--- config.mk ---
export PLATFORM = sky130hd
export DESIGN_NAME = spa_mix
export DESIGN_NICKNAME = d
export VERILOG_FILES = /design/src/hdl/spa_pkg.sv /design/src/hdl/spa_mix.sv
export SDC_FILE = /design/constraint.sdc
export NUM_CORES = 1
export LEC_CHECK = 0
export ABC_AREA = 1
export BUFFER_PORTS_ARGS = -buffer_cell sky130_fd_sc_hd__buf_2
export CORE_MARGIN = 1.5
export CORE_UTILIZATION = 52
export DETAILED_ROUTE_END_ITERATION = 16
export PLACE_DENSITY = 0.79
export SYNTH_ARGS = -nofsm -noshare
export SYNTH_HDL_FRONTEND = slang
export SYNTH_SLANG_ARGS = --single-unit
--- constraint.sdc ---
create_clock -name clock -period 6.5 [get_ports clock]
set_input_delay 0.325 -clock clock [delete_from_list [all_inputs] [get_ports clock]]
set_output_delay 0.325 -clock clock [all_outputs]
set_load 0.02 [all_outputs]
--- src/hdl/spa_pkg.sv ---
// Shared types, widths and constants for the spatial pan attenuation unit.
package spa_pkg;

   // Field widths of the request and response transfers
   localparam int TAG_W        = 5;
   localparam int COORD_BITS   = 16;
   localparam int GAIN_W       = 16;

   // Register widths
   localparam int VOL_W        = 16;
   localparam int DIST_W       = 32;
   localparam int SPAN_RECIP_W = 32;
   localparam int PAN_RECIP_W  = 24;
   localparam int CSR_DATA_W   = 32;
   localparam int CSR_INDEX_W  = 3;

   // Internal datapath widths
   localparam int DELTA_W      = COORD_BITS + 1;
   localparam int MAG_W        = COORD_BITS + 1;
   localparam int DSQ_W        = 2 * MAG_W;
   localparam int SPLIT_W      = 16;
   localparam int DIFF_HI_W    = DSQ_W - SPLIT_W;

   // Register reset values
   localparam logic [VOL_W-1:0]        EFFECT_VOLUME_RST      = 16'd32768;
   localparam logic [DIST_W-1:0]       FALLOFF_START_RST      = 32'd60196;
   localparam logic [DIST_W-1:0]       FALLOFF_END_RST        = 32'd240784;
   localparam logic [SPAN_RECIP_W-1:0] FALLOFF_SPAN_RECIP_RST = 32'd23783;
   localparam logic [PAN_RECIP_W-1:0]  PAN_WIDTH_RECIP_RST    = 24'd78398;

   // Register indexes on the write port
   typedef enum logic [CSR_INDEX_W-1:0] {
      CSR_EFFECT_VOLUME      = 3'd0,
      CSR_FALLOFF_START      = 3'd1,
      CSR_FALLOFF_END        = 3'd2,
      CSR_FALLOFF_SPAN_RECIP = 3'd3,
      CSR_PAN_WIDTH_RECIP    = 3'd4
   } csr_index_type;

   typedef struct packed {
      logic [TAG_W-1:0]             voice_tag;
      logic signed [COORD_BITS-1:0] source_x;
      logic signed [COORD_BITS-1:0] source_y;
      logic signed [COORD_BITS-1:0] ear_x;
      logic signed [COORD_BITS-1:0] ear_y;
      logic                         is_global;
   } req_type;

   typedef struct packed {
      logic [TAG_W-1:0]  tag_out;
      logic [GAIN_W-1:0] left_gain;
      logic [GAIN_W-1:0] right_gain;
      logic              out_of_range;
   } rsp_type;

   // Per-item control carried down the pipeline
   typedef struct packed {
      logic [TAG_W-1:0] tag;
      logic             is_global;
      logic             dx_neg;
      logic             dx_zero;
      logic             out_of_range;
      logic             in_unity;
   } flags_type;

endpackage

--- src/hdl/spa_mix.sv ---
// Output stage: pick left and right gains and scale them by the effect volume.
module spa_mix #(
   parameter int GAIN_FRAC_BITS = 15
) (
   input  logic                           clock,
   input  logic                           reset,
   input  logic                           in_valid,
   output logic                           in_ready,
   input  spa_pkg::flags_type             in_flags,
   input  logic [GAIN_FRAC_BITS:0]        in_att,
   input  logic [GAIN_FRAC_BITS:0]        in_far,
   input  logic [spa_pkg::VOL_W-1:0]      effect_volume,
   output logic                           out_valid,
   input  logic                           out_ready,
   output spa_pkg::rsp_type               out_data
);

   localparam int GW   = GAIN_FRAC_BITS + 1;
   localparam int MW   = GW + spa_pkg::VOL_W;
   localparam logic [GW-1:0] ONE_GAIN = {1'b1, {GAIN_FRAC_BITS{1'b0}}};

   logic en;
   logic valid_ff;

   assign en       = !valid_ff || out_ready;
   assign in_ready = en;

   always_ff @(posedge clock) begin
      if (reset) begin
         valid_ff <= 1'b0;
      end else if (en) begin
         valid_ff <= in_valid;
      end
   end

   // Select: global first, then silence, then near and far sides by sign of dx, unity if dx is zero
   logic [GW-1:0] left_pre, right_pre;

   always_comb begin
      priority if (in_flags.is_global) begin
         left_pre  = ONE_GAIN;
         right_pre = ONE_GAIN;
      end else if (in_flags.out_of_range || (in_att == '0)) begin
         left_pre  = '0;
         right_pre = '0;
      end else if (in_flags.dx_neg) begin
         left_pre  = in_att;
         right_pre = in_far;
      end else if (!in_flags.dx_zero) begin
         left_pre  = in_far;
         right_pre = in_att;
      end else begin
         left_pre  = ONE_GAIN;
         right_pre = ONE_GAIN;
      end
   end

   // Scale by volume and truncate to the gain field
   logic [MW-1:0]    left_prod, right_prod;
   spa_pkg::rsp_type data_in, data_ff;

   always_comb begin
      left_prod  = MW'(left_pre) * MW'(effect_volume);
      right_prod = MW'(right_pre) * MW'(effect_volume);
      data_in.tag_out      = in_flags.tag;
      data_in.left_gain    = left_prod[GAIN_FRAC_BITS +: spa_pkg::GAIN_W];
      data_in.right_gain   = right_prod[GAIN_FRAC_BITS +: spa_pkg::GAIN_W];
      data_in.out_of_range = in_flags.out_of_range;
   end

   always_ff @(posedge clock) begin
      if (en) begin
         data_ff <= data_in;
      end
   end

   assign out_valid = valid_ff;
   assign out_data  = data_ff;

endmodule
==> out/results.ini <==
[floorplan]
coreArea_um2 = 34600
rows = 68
dieArea_um2 = 36500
dieHeight_um = 191
boundaryPins = 102
fp.dieW_um = 191
start_util = 0.530

[clock_network]
cts_tree = done
clock_latency_ns = 0.31
cts_root_buf = clkbuf_16
clock-sinks = 39
path_clk_slew_ns = 0.07
cts.path.max_buffers = 2
h-tree-depth = 2
cts_made_buffers = 5

[sta]
finalSetupViolCount = 0
setup-tns-final_ns = 0
finalClockSkew_ns = 0.00920
slew_headroom = 0.522
post-route-min-period_ns = 6.25
hold_violations = 0
fmax_mhz = 160
worst_pin_slew_ns = 0.716
rsz0062_at_grt = yes
post-route-period-util = 0.961
setup_slack_ns = 0.253
maxSlewViolCount = 0

[logic_synthesis]
yosysSeqAreaShare = 0.0632
synth_edf_count = 38
avgSynthCellArea_um2 = 7.87
syn_area_um2 = 18400
synth_nets = 2975
synth-async-reset-ratio = 0
synth_seq_cells = 39
syn_inst = 2335
ys.warnings.count = 0
synth_top_flop_cell = edfxtp_1
ys_types = 37

[power_and_ir_drop]
vdd_drop_max_v = 0.000167
powerDensity_nw_per_um2 = 139
leakagePower_uw = 0.0111

[worst_setup_path]
worst-path-max-fanout = 26
worst_setup_path_end_kind = flip-flop
cp.required_ns = 6.57
r2r_cells = 2
regToRegSetupSlack_ns = 5.26
critPathKind = input pin to flip-flop
worstSetupEndpoint = out_data[31]$_DFFE_PP_
timing.rr.end = out_data[22]$_DFFE_PP_
startpoint_type = input pin
r2r_start = out_valid$_SDFFE_PP0P_
cp-startpoint = in_att[6]
cp.arrival_ns = 6.32

[place]
port_buffers = 100
pre_cts_ws_ns = -0.0566
hpwlAfterDp_um = 43500
dp_cells = 2943
gp_congestion = 0.993

[final_layout]
area.growth.synth_to_final_pct = 11.3
final_common_cell = inv_1
instances_no_fill = 2954
fill_cells = 3017
nets = 3138
final_cell_mix = inv_1, nand2_1, fa_1
drive_above_1_share = 0.110
insertedDiodeCount = 0

[detailed_routing]
initialDrtViolationCount = 1324
dr_wl_met2_um = 22900
avgRoutedWirePerCell_um = 17.1
wl_met3_um = 5920
vias_per_cell = 5.43
drc = 0
dr.pass1.iters = 8
drt-met1-wl_um = 20400
top_layer_used = met4
antenna_left = 0
wirelength_um = 50600
vias = 16100

[global_route]
grt_start_max_net_pins = 41
grt_pass1_vias = 16700
antenna_found_initial = 0
grt_overflow_total = 0
track_usage = 0.292
grt_pass1_wl_um = 82900

[min_path]
holdCritStartpoint = reset
hold_class = input pin to flip-flop

[run_status]
status = finished, final reports clean

[job]
max-cap-violations = 0

## cells in the mapped netlist (all sizes together), types with 6 or more instances
library cell | instances | area (um^2)
a21oi | 74 | 370
a31oi | 10 | 62.6
buf | 17 | 82.6
clkbuf | 50 | 188
clkinv | 11 | 41.3
edfxtp | 38 | 1140
fa | 384 | 7690
ha | 194 | 2430
inv | 592 | 2220
nand2 | 484 | 1820
nand3 | 36 | 185
nand4 | 6 | 37.5
nor2 | 301 | 1150
nor3 | 14 | 70.1
o21a | 9 | 67.6
o21ai | 37 | 204
o22ai | 26 | 163
xnor2 | 8 | 70.1
xor2 | 19 | 166
## report_power, final
part | leakage [uW] | switching, uW | internal (uW)
combinational | 0.0106 | 1310 | 766
clock | 0.0000900 | 122 | 220
sequential | 0.000409 | 19.9 | 407
## layer usage
metal	vias to the layer above	global-route usage
met5	-	0
met4	0	0.0963
met3	107	0.0556
met2	837	0.457
met1	7884	0.408
li1	7223	-
## sequential cells by signal, indices dropped and copies added (netlist names)
name and flops:
out_data 38, out_valid 1
## stage by stage
| step | util | cell area, um^2 | hold WS (ns) | total power, uW |
|---|---|---|---|---|
| 6_report | 0.590 | 20400 | 0.171 | 2840 |
| 5_1_grt | 0.590 | 20400 | 0.191 | 3120 |
| 4_1_cts | 0.587 | 20300 | 0.167 | 2820 |
| 3_5_place_dp | 0.582 | 20100 | 0.490 | 2460 |
| 3_3_place_gp | 0.582 | 20100 | 0.483 | 2420 |
| 2_1_floorplan | - | 18400 | 0.394 | 1800 |
## cell type report
cell class	instances	area, um^2	share of cell area
multi-input combinational	1626	14700	0.721
inverter	603	2290	0.112
timing repair buffer	223	1500	0.0734
sequential	39	1160	0.0568
tap	455	569	0.0279
clock buffer	5	125	0.00612
clock inverter	3	67.6	0.00331
## logic make-up after synthesis
group	after synthesis	share of synthesized area
and+or+nand+nor	847	0.180
buffers and inverters	670	0.138
adders and majority gates	578	0.551
AOI/OAI and AO/OA	174	0.0552
DFF	39	0.0632
xor gates and xnor gates	27	0.0129
## how the worst min path moves through the flow
stage / cells after the start / slack (ns) / to
after floorplan: 1 / 0.39 / out_valid$_SDFFE_PP0P_
after global placement: 2 / 0.48 / out_valid$_SDFFE_PP0P_
after detailed placement: 2 / 0.49 / out_valid$_SDFFE_PP0P_
after CTS: 2 / 0.17 / out_valid$_SDFFE_PP0P_
after global routing: 2 / 0.19 / out_valid$_SDFFE_PP0P_
final: 2 / 0.17 / out_valid$_SDFFE_PP0P_
## repair_timing
action / CTS / global route
resized for setup: 0 / 29
endpoints found under the hold margin: 0 / 0
setup endpoints to repair: 0 / 14
hold buffers: 0 / 0
setup buffers: 0 / 3
## critical path, stage by stage
cell,delay [ns]
buf_2,0.11
nor2_1,0.10
nand2_1,0.06
nor2_1,0.17
a21oi_1,0.13
inv_1,0.11
nor2_4,0.04
buf_12,0.15
nand2_1,0.13
clkinvlp_4,0.23
buf_4,0.19
buf_4,0.14
nand2_1,0.07
fa_1,0.47
fa_1,0.53
inv_1,0.06
fa_1,0.44
fa_1,0.44
fa_1,0.47
ha_1,0.29
ha_1,0.37
a21oi_1,0.32
o21ai_0,0.28
nand2_1,0.12
o311ai_0,0.14
a21oi_1,0.15
nand2_1,0.11
xor2_1,0.15
Note: power is estimated with default switching activity, not from simulation.
