<file path="config.mk">
export PLATFORM = sky130hd
export DESIGN_NAME = spa_atten
export DESIGN_NICKNAME = d
export VERILOG_FILES = /design/src/hdl/spa_pkg.sv /design/src/hdl/spa_atten.sv
export SDC_FILE = /design/constraint.sdc
export NUM_CORES = 2
export LEC_CHECK = 0
export BUFFER_PORTS_ARGS = -buffer_cell sky130_fd_sc_hd__buf_2
export CAP_MARGIN = 15
export CORE_MARGIN = 2
export CORE_UTILIZATION = 60
export CTS_BUF_LIST = sky130_fd_sc_hd__clkbuf_16
export DETAILED_ROUTE_END_ITERATION = 8
export GPL_ROUTABILITY_DRIVEN = 0
export PLACE_DENSITY = 0.77
export SKIP_LAST_GASP = 1
export SLEW_MARGIN = 30
export SYNTH_ARGS = -nofsm -noshare
export SYNTH_HDL_FRONTEND = slang
export SYNTH_SLANG_ARGS = --single-unit
</file>
<file path="constraint.sdc">
create_clock -name clock -period 10.6 [get_ports clock]
set_clock_uncertainty 0.05 [all_clocks]
set_input_delay 3.18 -clock clock [delete_from_list [all_inputs] [get_ports clock]]
set_output_delay 3.18 -clock clock [all_outputs]
set_load 0.01 [all_outputs]
</file>
<file path="src/hdl/spa_pkg.sv">
// Shared types, widths and constants for the spatial pan attenuation unit.
package spa_pkg;

   // Field widths of the request and response transfers
   localparam int TAG_W        = 5;
   localparam int COORD_BITS   = 16;
   localparam int GAIN_W       = 16;

   // Register widths
   localparam int VOL_W        = 16;
   localparam int DIST_W       = 32;
   localparam int SPAN_RECIP_W = 32;
   localparam int PAN_RECIP_W  = 24;
   localparam int CSR_DATA_W   = 32;
   localparam int CSR_INDEX_W  = 3;

   // Internal datapath widths
   localparam int DELTA_W      = COORD_BITS + 1;
   localparam int MAG_W        = COORD_BITS + 1;
   localparam int DSQ_W        = 2 * MAG_W;
   localparam int SPLIT_W      = 16;
   localparam int DIFF_HI_W    = DSQ_W - SPLIT_W;

   // Register reset values
   localparam logic [VOL_W-1:0]        EFFECT_VOLUME_RST      = 16'd32768;
   localparam logic [DIST_W-1:0]       FALLOFF_START_RST      = 32'd60196;
   localparam logic [DIST_W-1:0]       FALLOFF_END_RST        = 32'd240784;
   localparam logic [SPAN_RECIP_W-1:0] FALLOFF_SPAN_RECIP_RST = 32'd23783;
   localparam logic [PAN_RECIP_W-1:0]  PAN_WIDTH_RECIP_RST    = 24'd78398;

   // Register indexes on the write port
   typedef enum logic [CSR_INDEX_W-1:0] {
      CSR_EFFECT_VOLUME      = 3'd0,
      CSR_FALLOFF_START      = 3'd1,
      CSR_FALLOFF_END        = 3'd2,
      CSR_FALLOFF_SPAN_RECIP = 3'd3,
      CSR_PAN_WIDTH_RECIP    = 3'd4
   } csr_index_type;

   typedef struct packed {
      logic [TAG_W-1:0]             voice_tag;
      logic signed [COORD_BITS-1:0] source_x;
      logic signed [COORD_BITS-1:0] source_y;
      logic signed [COORD_BITS-1:0] ear_x;
      logic signed [COORD_BITS-1:0] ear_y;
      logic                         is_global;
   } req_type;

   typedef struct packed {
      logic [TAG_W-1:0]  tag_out;
      logic [GAIN_W-1:0] left_gain;
      logic [GAIN_W-1:0] right_gain;
      logic              out_of_range;
   } rsp_type;

   // Per-item control carried down the pipeline
   typedef struct packed {
      logic [TAG_W-1:0] tag;
      logic             is_global;
      logic             dx_neg;
      logic             dx_zero;
      logic             out_of_range;
      logic             in_unity;
   } flags_type;

endpackage

</file>
<file path="src/hdl/spa_atten.sv">
// Attenuation stages: split span product, saturated ramp and its square.
module spa_atten #(
   parameter int GAIN_FRAC_BITS = 15
) (
   input  logic                                 clock,
   input  logic                                 reset,
   input  logic                                 in_valid,
   output logic                                 in_ready,
   input  spa_pkg::flags_type                   in_flags,
   input  logic [spa_pkg::DSQ_W-1:0]            in_diff,
   input  logic [GAIN_FRAC_BITS:0]              in_far,
   input  logic [spa_pkg::SPAN_RECIP_W-1:0]     falloff_span_recip,
   output logic                                 out_valid,
   input  logic                                 out_ready,
   output spa_pkg::flags_type                   out_flags,
   output logic [GAIN_FRAC_BITS:0]              out_att,
   output logic [GAIN_FRAC_BITS:0]              out_far
);

   localparam int GW     = GAIN_FRAC_BITS + 1;
   localparam int RW     = spa_pkg::SPAN_RECIP_W;
   localparam int PHI_W  = spa_pkg::DIFF_HI_W + RW;
   localparam int PLO_W  = spa_pkg::SPLIT_W + RW;
   localparam int PROD_W = spa_pkg::DSQ_W + RW;
   localparam int SQ_W   = 2 * GW;
   localparam logic [GW-1:0] ONE_GAIN = {1'b1, {GAIN_FRAC_BITS{1'b0}}};

   // Stage enables
   logic v1_ff, v2_ff, v3_ff;
   logic en1, en2, en3;

   assign en3      = !v3_ff || out_ready;
   assign en2      = !v2_ff || en3;
   assign en1      = !v1_ff || en2;
   assign in_ready = en1;

   always_ff @(posedge clock) begin
      if (reset) begin
         v1_ff <= 1'b0;
         v2_ff <= 1'b0;
         v3_ff <= 1'b0;
      end else begin
         if (en1) begin
            v1_ff <= in_valid;
         end
         if (en2) begin
            v2_ff <= v1_ff;
         end
         if (en3) begin
            v3_ff <= v2_ff;
         end
      end
   end

   // Stage 1: span product as two partial products over the split distance
   logic [PHI_W-1:0]   p_hi_in, p_hi_ff;
   logic [PLO_W-1:0]   p_lo_in, p_lo_ff;
   logic [GW-1:0]      far1_ff;
   spa_pkg::flags_type f1_ff;

   assign p_hi_in = PHI_W'(in_diff[spa_pkg::DSQ_W-1:spa_pkg::SPLIT_W]) * PHI_W'(falloff_span_recip);
   assign p_lo_in = PLO_W'(in_diff[spa_pkg::SPLIT_W-1:0]) * PLO_W'(falloff_span_recip);

   always_ff @(posedge clock) begin
      if (en1) begin
         p_hi_ff <= p_hi_in;
         p_lo_ff <= p_lo_in;
         far1_ff <= in_far;
         f1_ff   <= in_flags;
      end
   end

   // Stage 2: combine partials, saturate the ramp at unity, take one minus it (unity inside the start)
   logic [PROD_W-1:0]  prod_sum;
   logic               ramp_sat;
   logic [GW-1:0]      comp_in, comp_ff;
   logic [GW-1:0]      far2_ff;
   spa_pkg::flags_type f2_ff;

   always_comb begin
      prod_sum = (PROD_W'(p_hi_ff) << spa_pkg::SPLIT_W) + PROD_W'(p_lo_ff);
      ramp_sat = |prod_sum[PROD_W-1:RW];
      if (f1_ff.in_unity) begin
         comp_in = ONE_GAIN;
      end else if (ramp_sat) begin
         comp_in = '0;
      end else begin
         comp_in = ONE_GAIN - GW'(prod_sum[RW-1 -: GAIN_FRAC_BITS]);
      end
   end

   always_ff @(posedge clock) begin
      if (en2) begin
         comp_ff <= comp_in;
         far2_ff <= far1_ff;
         f2_ff   <= f1_ff;
      end
   end

   // Stage 3: square the complement for the near-side attenuation
   logic [SQ_W-1:0]    comp_sq;
   logic [GW-1:0]      att_in, att_ff, far3_ff;
   spa_pkg::flags_type f3_ff;

   assign comp_sq = SQ_W'(comp_ff) * SQ_W'(comp_ff);
   assign att_in  = comp_sq[GAIN_FRAC_BITS +: GW];

   always_ff @(posedge clock) begin
      if (en3) begin
         att_ff  <= att_in;
         far3_ff <= far2_ff;
         f3_ff   <= f2_ff;
      end
   end

   assign out_valid = v3_ff;
   assign out_flags = f3_ff;
   assign out_att   = att_ff;
   assign out_far   = far3_ff;

endmodule

</file>
==> qor.csv <==
metric,value,unit
start_util,60.4,%
outcome,finished clean,
path_clk_slew,90,ps
postRouteAntennaNets,0,
htreeDepth,4,
routedLengthMet1,45900,µm
rsz0062_at_grt,no,
dp_hpwl,99200,µm
max-clock-path-buffers,2,
max_slew.worst_pin.slew,961,ps
io_pins,140,
grt_pass1_wl,198000,µm
grt_pass1_vias,37821,
netlist_area,48500,µm²
final_max_slew_viol_count,0,
drive_gt1_share,5.74,%
max_clock_freq,98.2,MHz
cts_root_buf,clkbuf_16,
cts_buffers,17,
die_h,288,µm
required,10790,ps
finalWirelength,123000,µm
hold_viol_final,0,
antenna_found_initial,10,
vias,35076,
first_pass_iters,6,
cp_max_fo,27,
synthArstFlopShare,0,%
grt_overflow_total,0,
die_w,288,µm
ctsResizeCount,0,
synth_flop_cell,edfxtp_1,
dieArea,83000,µm²
wire_per_inst,19.6,µm
portBuffers,139,
hold_path_class,flop to flop,
rows,104,
cp-end-kind,flop,
nets,6704,
cts_sinks,195,
slew_headroom,35.9,%
synthesis.instances,5162,
synth_cell_type_count,76,
wl_met3,11900,µm
top_layer,met5,
core_area,80300,µm²
place_area,50300,µm²
startpoint_type,input port,
grtUsageTotal,30.9,%
syn_to_final_growth,5.17,%
setup-violations-final,0,
worstPathArrival,10370,ps
ys_seq_area_share,12.0,%
postCtsSetupBuffers,0,
drt-initial-drc-count,2608,
critical_path_class,input port to flop,
drc,0,
maxCapViolCount,0,
post-route-util,63.5,%
viasPerCell,5.60,
clkLatencyLatePin,480,ps
finalCritPeriodShare,96.1,%
wl_met2,58900,µm
syn_avg_cell_area,9.39,µm²
cts_hold_buf,0,
yosys_warnings,0,
synth_fp_nets,6686,
tritoncts,built,
setup_tns,0,ps
ys_ff_latch,195,
final_area,51000,µm²
hold_ws,362,ps
period_minus_slack,10180,ps
grt_max_degree,58,
synth_edf_count,192,
routing by layer:
layer  up-vias  GRT usage (%)
met4         8           14.0
met2      1735           51.3
li1      15416              -
met3       412           6.54
met5         -              0
met1     17505           39.4
synth_stat cells, types with 8 or more instances:
cell         n  area share [%]
a211oi_1    10            0.15
and2_1     500             6.5
xor2_1      47            0.85
nand2b_1    18            0.23
xnor2_1     82             1.5
fa_1      1062              44
a31oi_1     19            0.25
o31ai_1      8            0.12
a21o_1      61            0.95
nor2b_1     19            0.25
nand3_1     32            0.33
nor3_1      28            0.29
clkbuf_1   235             1.8
ha_1       366             9.5
inv_1     1227             9.5
nand2_1    776             6.0
and3_1      16            0.21
nor2_1     113            0.88
edfxtp_1   192              12
nor4_2       9            0.23
o21bai_1    13            0.20
o21a_1      18            0.28
o21ai_0     66            0.68
a21oi_1    105             1.1
nand4_1     21            0.27
nor4_1       9            0.12
worst paths after layout:
check,startpoint,to,slack (ps),cells past startpoint
worst max-delay path,falloff_span_recip[8],p_lo_ff[47],420,22
worst min-delay path,far2_ff[5],out_far[5],360,0
worst max register to register,comp_ff[4],out_att[15],2800,25
worst min register to register,far2_ff[5],out_far[5],360,0
critical path, cell delays in order:
cell	delay [ps]
buf_2	530
nand2_1	190
fa_1	550
fa_1	460
fa_1	540
inv_1	40
ha_1	290
fa_1	520
fa_1	420
ha_1	330
a2111oi_0	470
nor3_1	150
o211ai_1	180
o211ai_1	180
a31oi_1	540
o21ai_0	270
a31oi_1	380
a2111oi_0	210
or3_1	430
a21o_1	220
a21oi_1	180
xnor2_1	80
final cells by class:
cell class | instances | area (µm²)
Clock buffer | 17 | 425
Timing Repair Buffer | 238 | 1450
Antenna cell | 9 | 22.5
Fill cell | 6486 | 29300
Tap cell | 1060 | 1330
Inverter | 1227 | 4610
Sequential cell | 195 | 5830
Multi-Input combinational cell | 3501 | 37100
Clock inverter | 15 | 185
layout by cell type (no fill, tap or decap), drive strengths merged, types with 22 or more instances in the layout:
cell | Yosys | final
inv | 1227 | 1235
fa | 1062 | 1062
nand2 | 776 | 776
and2 | 500 | 500
ha | 366 | 366
buf | 4 | 238
edfxtp | 192 | 192
nor2 | 113 | 113
a21oi | 105 | 105
xnor2 | 82 | 82
o21ai | 67 | 67
a21o | 61 | 61
xor2 | 47 | 47
nand3 | 33 | 33
nor3 | 28 | 28
nand4 | 22 | 22
per-stage QoR:
stage	instances	worst slack (ps)
2_1_floorplan	5162	745
3_3_place_gp	6220	210
3_5_place_dp	6220	61.7
4_1_cts	6252	556
5_1_grt	6254	134
6_report	6262	416
registers in the layout, summed over array words and instances (netlist names):
| name | cells |
|---|---|
| f2_ff | 10 |
| v1_ff | 1 |
| comp_ff | 16 |
| p_lo_ff | 32 |
| far2_ff | 16 |
| p_hi_ff | 50 |
| out_valid | 1 |
| out_att | 16 |
| far1_ff | 16 |
| out_far | 16 |
| f1_ff | 10 |
| out_flags | 10 |
| v2_ff | 1 |
cells by family (layout without fill, tap and decap cells):
family	Yosys count	after routing	synth area share [%]
fa+ha+maj	1428	1428	53.3
simple gates	1566	1566	15.7
xor+xnor	129	129	2.33
mux	4	4	0.0852
buf+inv	1466	1497	11.4
other cells	0	9	0
flops	195	195	12.0
compound gates	374	374	5.18
Power is not shown: default switching activity piles up to over one toggle a cycle in this logic, so the estimate is an artifact.
