**src/hdl/spa_pkg.sv**
```systemverilog
// Shared types, widths and constants for the spatial pan attenuation unit.
package spa_pkg;

   // Field widths of the request and response transfers
   localparam int TAG_W        = 5;
   localparam int COORD_BITS   = 16;
   localparam int GAIN_W       = 16;

   // Register widths
   localparam int VOL_W        = 16;
   localparam int DIST_W       = 32;
   localparam int SPAN_RECIP_W = 32;
   localparam int PAN_RECIP_W  = 24;
   localparam int CSR_DATA_W   = 32;
   localparam int CSR_INDEX_W  = 3;

   // Internal datapath widths
   localparam int DELTA_W      = COORD_BITS + 1;
   localparam int MAG_W        = COORD_BITS + 1;
   localparam int DSQ_W        = 2 * MAG_W;
   localparam int SPLIT_W      = 16;
   localparam int DIFF_HI_W    = DSQ_W - SPLIT_W;

   // Register reset values
   localparam logic [VOL_W-1:0]        EFFECT_VOLUME_RST      = 16'd32768;
   localparam logic [DIST_W-1:0]       FALLOFF_START_RST      = 32'd60196;
   localparam logic [DIST_W-1:0]       FALLOFF_END_RST        = 32'd240784;
   localparam logic [SPAN_RECIP_W-1:0] FALLOFF_SPAN_RECIP_RST = 32'd23783;
   localparam logic [PAN_RECIP_W-1:0]  PAN_WIDTH_RECIP_RST    = 24'd78398;

   // Register indexes on the write port
   typedef enum logic [CSR_INDEX_W-1:0] {
      CSR_EFFECT_VOLUME      = 3'd0,
      CSR_FALLOFF_START      = 3'd1,
      CSR_FALLOFF_END        = 3'd2,
      CSR_FALLOFF_SPAN_RECIP = 3'd3,
      CSR_PAN_WIDTH_RECIP    = 3'd4
   } csr_index_type;

   typedef struct packed {
      logic [TAG_W-1:0]             voice_tag;
      logic signed [COORD_BITS-1:0] source_x;
      logic signed [COORD_BITS-1:0] source_y;
      logic signed [COORD_BITS-1:0] ear_x;
      logic signed [COORD_BITS-1:0] ear_y;
      logic                         is_global;
   } req_type;

   typedef struct packed {
      logic [TAG_W-1:0]  tag_out;
      logic [GAIN_W-1:0] left_gain;
      logic [GAIN_W-1:0] right_gain;
      logic              out_of_range;
   } rsp_type;

   // Per-item control carried down the pipeline
   typedef struct packed {
      logic [TAG_W-1:0] tag;
      logic             is_global;
      logic             dx_neg;
      logic             dx_zero;
      logic             out_of_range;
      logic             in_unity;
   } flags_type;

endpackage

```
**src/hdl/spa_geom.sv**
```systemverilog
// Geometry stages: deltas, squared distance, falloff window tests and far-side pan gain.
module spa_geom #(
   parameter int GAIN_FRAC_BITS = 15
) (
   input  logic                                clock,
   input  logic                                reset,
   input  logic                                in_valid,
   output logic                                in_ready,
   input  spa_pkg::req_type                    in_data,
   input  logic [spa_pkg::PAN_RECIP_W-1:0]     pan_width_recip,
   input  logic [spa_pkg::DIST_W-1:0]          falloff_start,
   input  logic [spa_pkg::DIST_W-1:0]          falloff_end,
   output logic                                out_valid,
   input  logic                                out_ready,
   output spa_pkg::flags_type                  out_flags,
   output logic [spa_pkg::DSQ_W-1:0]           out_diff,
   output logic [GAIN_FRAC_BITS:0]             out_far
);

   localparam int GW        = GAIN_FRAC_BITS + 1;
   localparam int PP_W      = spa_pkg::MAG_W + spa_pkg::PAN_RECIP_W;
   localparam int PAN_SHIFT = spa_pkg::PAN_RECIP_W - GAIN_FRAC_BITS;
   localparam logic [GW-1:0] ONE_GAIN = {1'b1, {GAIN_FRAC_BITS{1'b0}}};

   // Stage enables: a stage moves when empty or when its successor moves
   logic v1_ff, v2_ff, v3_ff;
   logic en1, en2, en3;

   assign en3      = !v3_ff || out_ready;
   assign en2      = !v2_ff || en3;
   assign en1      = !v1_ff || en2;
   assign in_ready = en1;

   always_ff @(posedge clock) begin
      if (reset) begin
         v1_ff <= 1'b0;
         v2_ff <= 1'b0;
         v3_ff <= 1'b0;
      end else begin
         if (en1) begin
            v1_ff <= in_valid;
         end
         if (en2) begin
            v2_ff <= v1_ff;
         end
         if (en3) begin
            v3_ff <= v2_ff;
         end
      end
   end

   // Stage 1: coordinate deltas and their magnitudes
   logic signed [spa_pkg::DELTA_W-1:0] dx, dy;
   logic [spa_pkg::MAG_W-1:0]          ax_in, ay_in, ax_ff, ay_ff;
   spa_pkg::flags_type                 f1_in, f1_ff;

   always_comb begin
      dx    = spa_pkg::DELTA_W'($signed(in_data.source_x))
            - spa_pkg::DELTA_W'($signed(in_data.ear_x));
      dy    = spa_pkg::DELTA_W'($signed(in_data.source_y))
            - spa_pkg::DELTA_W'($signed(in_data.ear_y));
      ax_in = dx[spa_pkg::DELTA_W-1] ? spa_pkg::MAG_W'(-dx) : spa_pkg::MAG_W'(dx);
      ay_in = dy[spa_pkg::DELTA_W-1] ? spa_pkg::MAG_W'(-dy) : spa_pkg::MAG_W'(dy);
      f1_in.tag          = in_data.voice_tag;
      f1_in.is_global    = in_data.is_global;
      f1_in.dx_neg       = dx[spa_pkg::DELTA_W-1];
      f1_in.dx_zero      = (dx == '0);
      f1_in.out_of_range = 1'b0;
      f1_in.in_unity     = 1'b0;
   end

   always_ff @(posedge clock) begin
      if (en1) begin
         ax_ff <= ax_in;
         ay_ff <= ay_in;
         f1_ff <= f1_in;
      end
   end

   // Stage 2: squares of the magnitudes and the pan slope product
   logic [spa_pkg::DSQ_W-1:0] axsq_in, aysq_in, axsq_ff, aysq_ff;
   logic [PP_W-1:0]           pan_prod_in, pan_prod_ff;
   spa_pkg::flags_type        f2_ff;

   assign axsq_in     = spa_pkg::DSQ_W'(ax_ff) * spa_pkg::DSQ_W'(ax_ff);
   assign aysq_in     = spa_pkg::DSQ_W'(ay_ff) * spa_pkg::DSQ_W'(ay_ff);
   assign pan_prod_in = PP_W'(ax_ff) * PP_W'(pan_width_recip);

   always_ff @(posedge clock) begin
      if (en2) begin
         axsq_ff     <= axsq_in;
         aysq_ff     <= aysq_in;
         pan_prod_ff <= pan_prod_in;
         f2_ff       <= f1_ff;
      end
   end

   // Stage 3: squared distance against the falloff window, far-side gain
   logic [spa_pkg::DSQ_W-1:0] dist_sq;
   logic [spa_pkg::DSQ_W-1:0] diff_in, diff_ff;
   logic [PP_W-1:0]           pan_term, one_wide;
   logic [GW-1:0]             far_in, far_ff;
   spa_pkg::flags_type        f3_in, f3_ff;

   always_comb begin
      dist_sq  = axsq_ff + aysq_ff;
      diff_in  = dist_sq - spa_pkg::DSQ_W'(falloff_start);
      pan_term = pan_prod_ff >> PAN_SHIFT;
      one_wide = PP_W'(ONE_GAIN);
      far_in   = (pan_term >= one_wide) ? '0 : GW'(one_wide - pan_term);
      f3_in    = f2_ff;
      f3_in.out_of_range = !f2_ff.is_global
                           && (dist_sq >= spa_pkg::DSQ_W'(falloff_end));
      f3_in.in_unity     = (dist_sq <= spa_pkg::DSQ_W'(falloff_start));
   end

   always_ff @(posedge clock) begin
      if (en3) begin
         diff_ff <= diff_in;
         far_ff  <= far_in;
         f3_ff   <= f3_in;
      end
   end

   assign out_valid = v3_ff;
   assign out_flags = f3_ff;
   assign out_diff  = diff_ff;
   assign out_far   = far_ff;

endmodule

```
**config.mk**
```make
export PLATFORM = sky130hd
export DESIGN_NAME = spa_geom
export DESIGN_NICKNAME = d
export VERILOG_FILES = /design/src/hdl/spa_pkg.sv /design/src/hdl/spa_geom.sv
export SDC_FILE = /design/constraint.sdc
export NUM_CORES = 2
export LEC_CHECK = 0
export BUFFER_PORTS_ARGS = -buffer_cell sky130_fd_sc_hd__clkbuf_2
export CAP_MARGIN = 40
export CORE_MARGIN = 1
export CORE_UTILIZATION = 45
export CTS_BUF_LIST = sky130_fd_sc_hd__clkbuf_2
export CTS_CLUSTER_DIAMETER = 150
export DETAILED_ROUTE_END_ITERATION = 12
export SLEW_MARGIN = 20
export SYNTH_ARGS = -nofsm -noshare
export SYNTH_HDL_FRONTEND = slang
export SYNTH_SLANG_ARGS = --single-unit
```
**constraint.sdc**
```tcl
create_clock -name clock -period 7.9 [get_ports clock]
set_clock_uncertainty 0.1 [all_clocks]
set_input_delay 0 -clock clock [delete_from_list [all_inputs] [get_ports clock]]
set_output_delay 0 -clock clock [all_outputs]
set_load 0.03 [all_outputs]
```
==> metrics.md <==
| Metric | Value |
|---|---|
| Outcome | `completed` |
| Antenna violations before repair | `5` |
| Tightest Pin Transition | `0.831 ns` |
| CTS Buffer Depth | `3` |
| Remaining DRCs | `0` |
| Port buffer count | `roughly 220` |
| Tot GR Track Use | `a little under a quarter` |
| Syn avg cell area | `9.26 um2` |
| CP endpoint kind | `register` |
| Post-layout nets | `between 6000 and 7000` |
| Largest net degree at the start of global routing | `67` |
| Io pins | `approximately 220` |
| # resized after CTS | `0` |
| Syn Inst Count | `4501` |
| Startpoint class of the critical path | `register` |
| Clock Latency Late Sink | `1.21 ns` |
| Worst reg2reg path startpoint | `ax_ff[10]` |
| Area growth syn-to-layout | `15.0%` |
| Fin Hold WS | `0.197 ns` |
| Final min period | `slightly above 7 ns` |
| Fraction of registers with async set/reset | `0%` |
| Root Driver | `clkbuf_2` |
| Total number of yosys warnings | `0` |
| Crit path arrival time | `roughly 8.0 ns` |
| H-tree Lvls | `3` |
| Vias per cell | `about 5` |
| Final Hold Fails | `0` |
| Sequential element share of the synthesized area | `15.1%` |
| Aggregate global routing overflow | `0` |
| Die area | `between 0.09 and 0.1 mm2` |
| Initial Utilization | `between 40% and 50%` |
| Syn Nets | `5840` |
| Cell area after synthesis | `0.0417 mm2` |
| Wire length per cell | `between 15 and 20 um` |
| Setup violators final | `0` |
| Die height | `~310 um` |
| Clock buffers created by TritonCTS | `68` |
| Post-DP HPWL | `between 80000 and 90000 um` |
| First-pass GRT wire length | `169000 um` |
| Hold Crit Start | `in_data[25]` |
| Most used DFF post-synth | `edfxtp_1` |
| Number of synthesized flops with an enable pin | `roughly 210` |
| Tcrit/Tclk final | `around 92%` |
| Fin. max-slew vios | `0` |
| Register clock-pin slew on the reported worst setup and hold paths | `around 0.10 ns` |
| Highest Clock Rate | `138 MHz` |
| Total number of vias | `around 31000` |
| Clock sinks | `211` |
| Normalized max-slew margin | `44.6%` |
| CTS tree | `built` |
| RSZ-0062 raised after global routing | `no` |
| Crit-path max FO | `17` |
| MaxCap Viol Count | `0` |
| Crit path required time | `8.63 ns` |
| FF+latch count, synth | `around 210` |
| Fin area | `about 0.048 mm2` |
| Routed WL | `~100000 um` |
| Antenna Nets Post-Route | `0` |
| Die X | `approximately 300 um` |
| Layout cells sized above 1 | `between 8 and 9%` |
| Initial detailed-routing violation count | `around 1500` |
| Gp weighted congestion | `0.896` |
| Core Footprint | `between 0.09 and 0.1 mm2` |
| Rows | `111` |
| Fill cells | `~8500` |
| Kind of critical path | `reg2reg` |
| Setup repair bufs after CTS | `0` |
| Critical Path Source | `ax_ff[10]` |
| Final setup TNS | `0 ns` |
| Vias in the first global route | `roughly 33000` |
| Hold Crit Class | `in2reg` |
| Drt pass-1 iters | `6` |
| DP Area | `between 0.04 and 0.05 mm2` |
| Post-synth cell types | `78` |
[layer usage]
layer,global-route usage (%),share of wire [%]
met5,0,0.033
met2,39.5,49
met1,29.2,43
met4,6.84,2.5
met3,3.00,4.9
[layout make-up]
class | instances | area, um2 | area share (%)
Multi-Input combinational cell | 3015 | 30600 | 63.8
Sequential cell | 211 | 6310 | 13.2
Timing Repair Buffer | 580 | 4620 | 9.64
Inverter | 1150 | 4320 | 9.01
Tap cell | 1186 | 1480 | 3.10
Clock buffer | 89 | 445 | 0.929
Clock inverter | 29 | 159 | 0.331
Antenna cell | 2 | 5.00 | 0.0104
[registers in the layout (all words and copies together) (netlist names)]
register,flops
axsq_ff,33
v2_ff,1
pan_prod_ff,32
v1_ff,1
ay_ff,17
out_valid,1
out_far,16
out_diff,34
f1_ff,8
aysq_ff,33
f2_ff,8
out_flags,10
ax_ff,17
[final timing paths]
kind                           to  slack, ns  depth (start not counted)
setup / recovery  pan_prod_ff[40]       0.65                         25
hold reg to reg      out_flags[7]       0.32                          0
hold / removal          ax_ff[11]       0.20                          9
setup reg to reg  pan_prod_ff[40]       0.65                         25
[cell usage in the layout (no fill, tap or decap), types with 39 or more instances in the layout]
| cell | netlist | routed |
|---|---|---|
| inv_1 | 1150 | 1148 |
| fa_1 | 716 | 716 |
| nand2_1 | 498 | 497 |
| ha_1 | 461 | 461 |
| clkbuf_2 | 0 | 312 |
| dlygate4sd3_1 | 0 | 305 |
| and2_1 | 253 | 253 |
| edfxtp_1 | 208 | 208 |
| nor2_1 | 185 | 185 |
| a21oi_1 | 156 | 156 |
| xnor2_1 | 137 | 137 |
| a21o_1 | 80 | 80 |
| xor2_1 | 77 | 77 |
| o21ai_0 | 68 | 68 |
| buf_4 | 0 | 44 |
| nor2b_1 | 39 | 39 |
[metrics by stage]
stage	setup WS [ns]	cells	util, %
6_report	0.647	6262	52.3
5_1_grt	0.203	6261	52.3
4_1_cts	0.656	6257	52.2
3_5_place_dp	0.661	5834	48.2
3_3_place_gp	0.724	5832	48.2
2_1_floorplan	1.11	4501	-
[critical path, cell delays in order (launching register included)]
cell and delay (ns):
edfxtp_1 0.83, buf_4 0.40, nand2_1 0.11, fa_1 0.49, inv_1 0.05, fa_1 0.49
inv_1 0.06, fa_1 0.54, inv_1 0.05, fa_1 0.38, fa_1 0.51, inv_1 0.05
fa_1 0.47, inv_1 0.04, ha_1 0.31, o21a_1 0.20, nor2_1 0.12, nor2_1 0.07
o21ai_0 0.19, a41oi_2 0.14, a21bo_1 0.31, a221o_1 0.36, a21oi_2 0.25, o21ai_1 0.17
a21oi_2 0.17, xnor2_1 0.07
[Yosys cell counts, drive strengths merged (19+ instances only)]
master	number	area, um2
ha	461	5770
nand2b	21	131
fa	716	14300
xor2	77	674
nand3	27	135
o21ai	85	448
nor3	37	185
o21a	28	210
edfxtp	208	6250
a21oi	163	850
nand4	19	119
nor2b	39	244
a21o	81	609
nor2	185	694
inv	1150	4320
xnor2	137	1200
nand2	498	1870
and2	253	1580
clkbuf	122	458
[cell families after synthesis]
kind of cell             synth area share, %
adder cells (fa/ha/maj)                 48.2
XOR/XNOR                                4.50
multiplexers                           0.192
AO/OA/AOI/OAI                           7.57
flip-flops                              15.1
AND/OR/NAND/NOR                         12.9
buffers and inverters                   11.5
[what timing repair did]
action,4_1_cts,5_1_grt
hold endpoints to repair,205,0
hold buffers,305,0
endpoints found under the setup margin,0,0
Power is not shown: default switching activity piles up to over one toggle a cycle in this logic, so the estimate is an artifact.
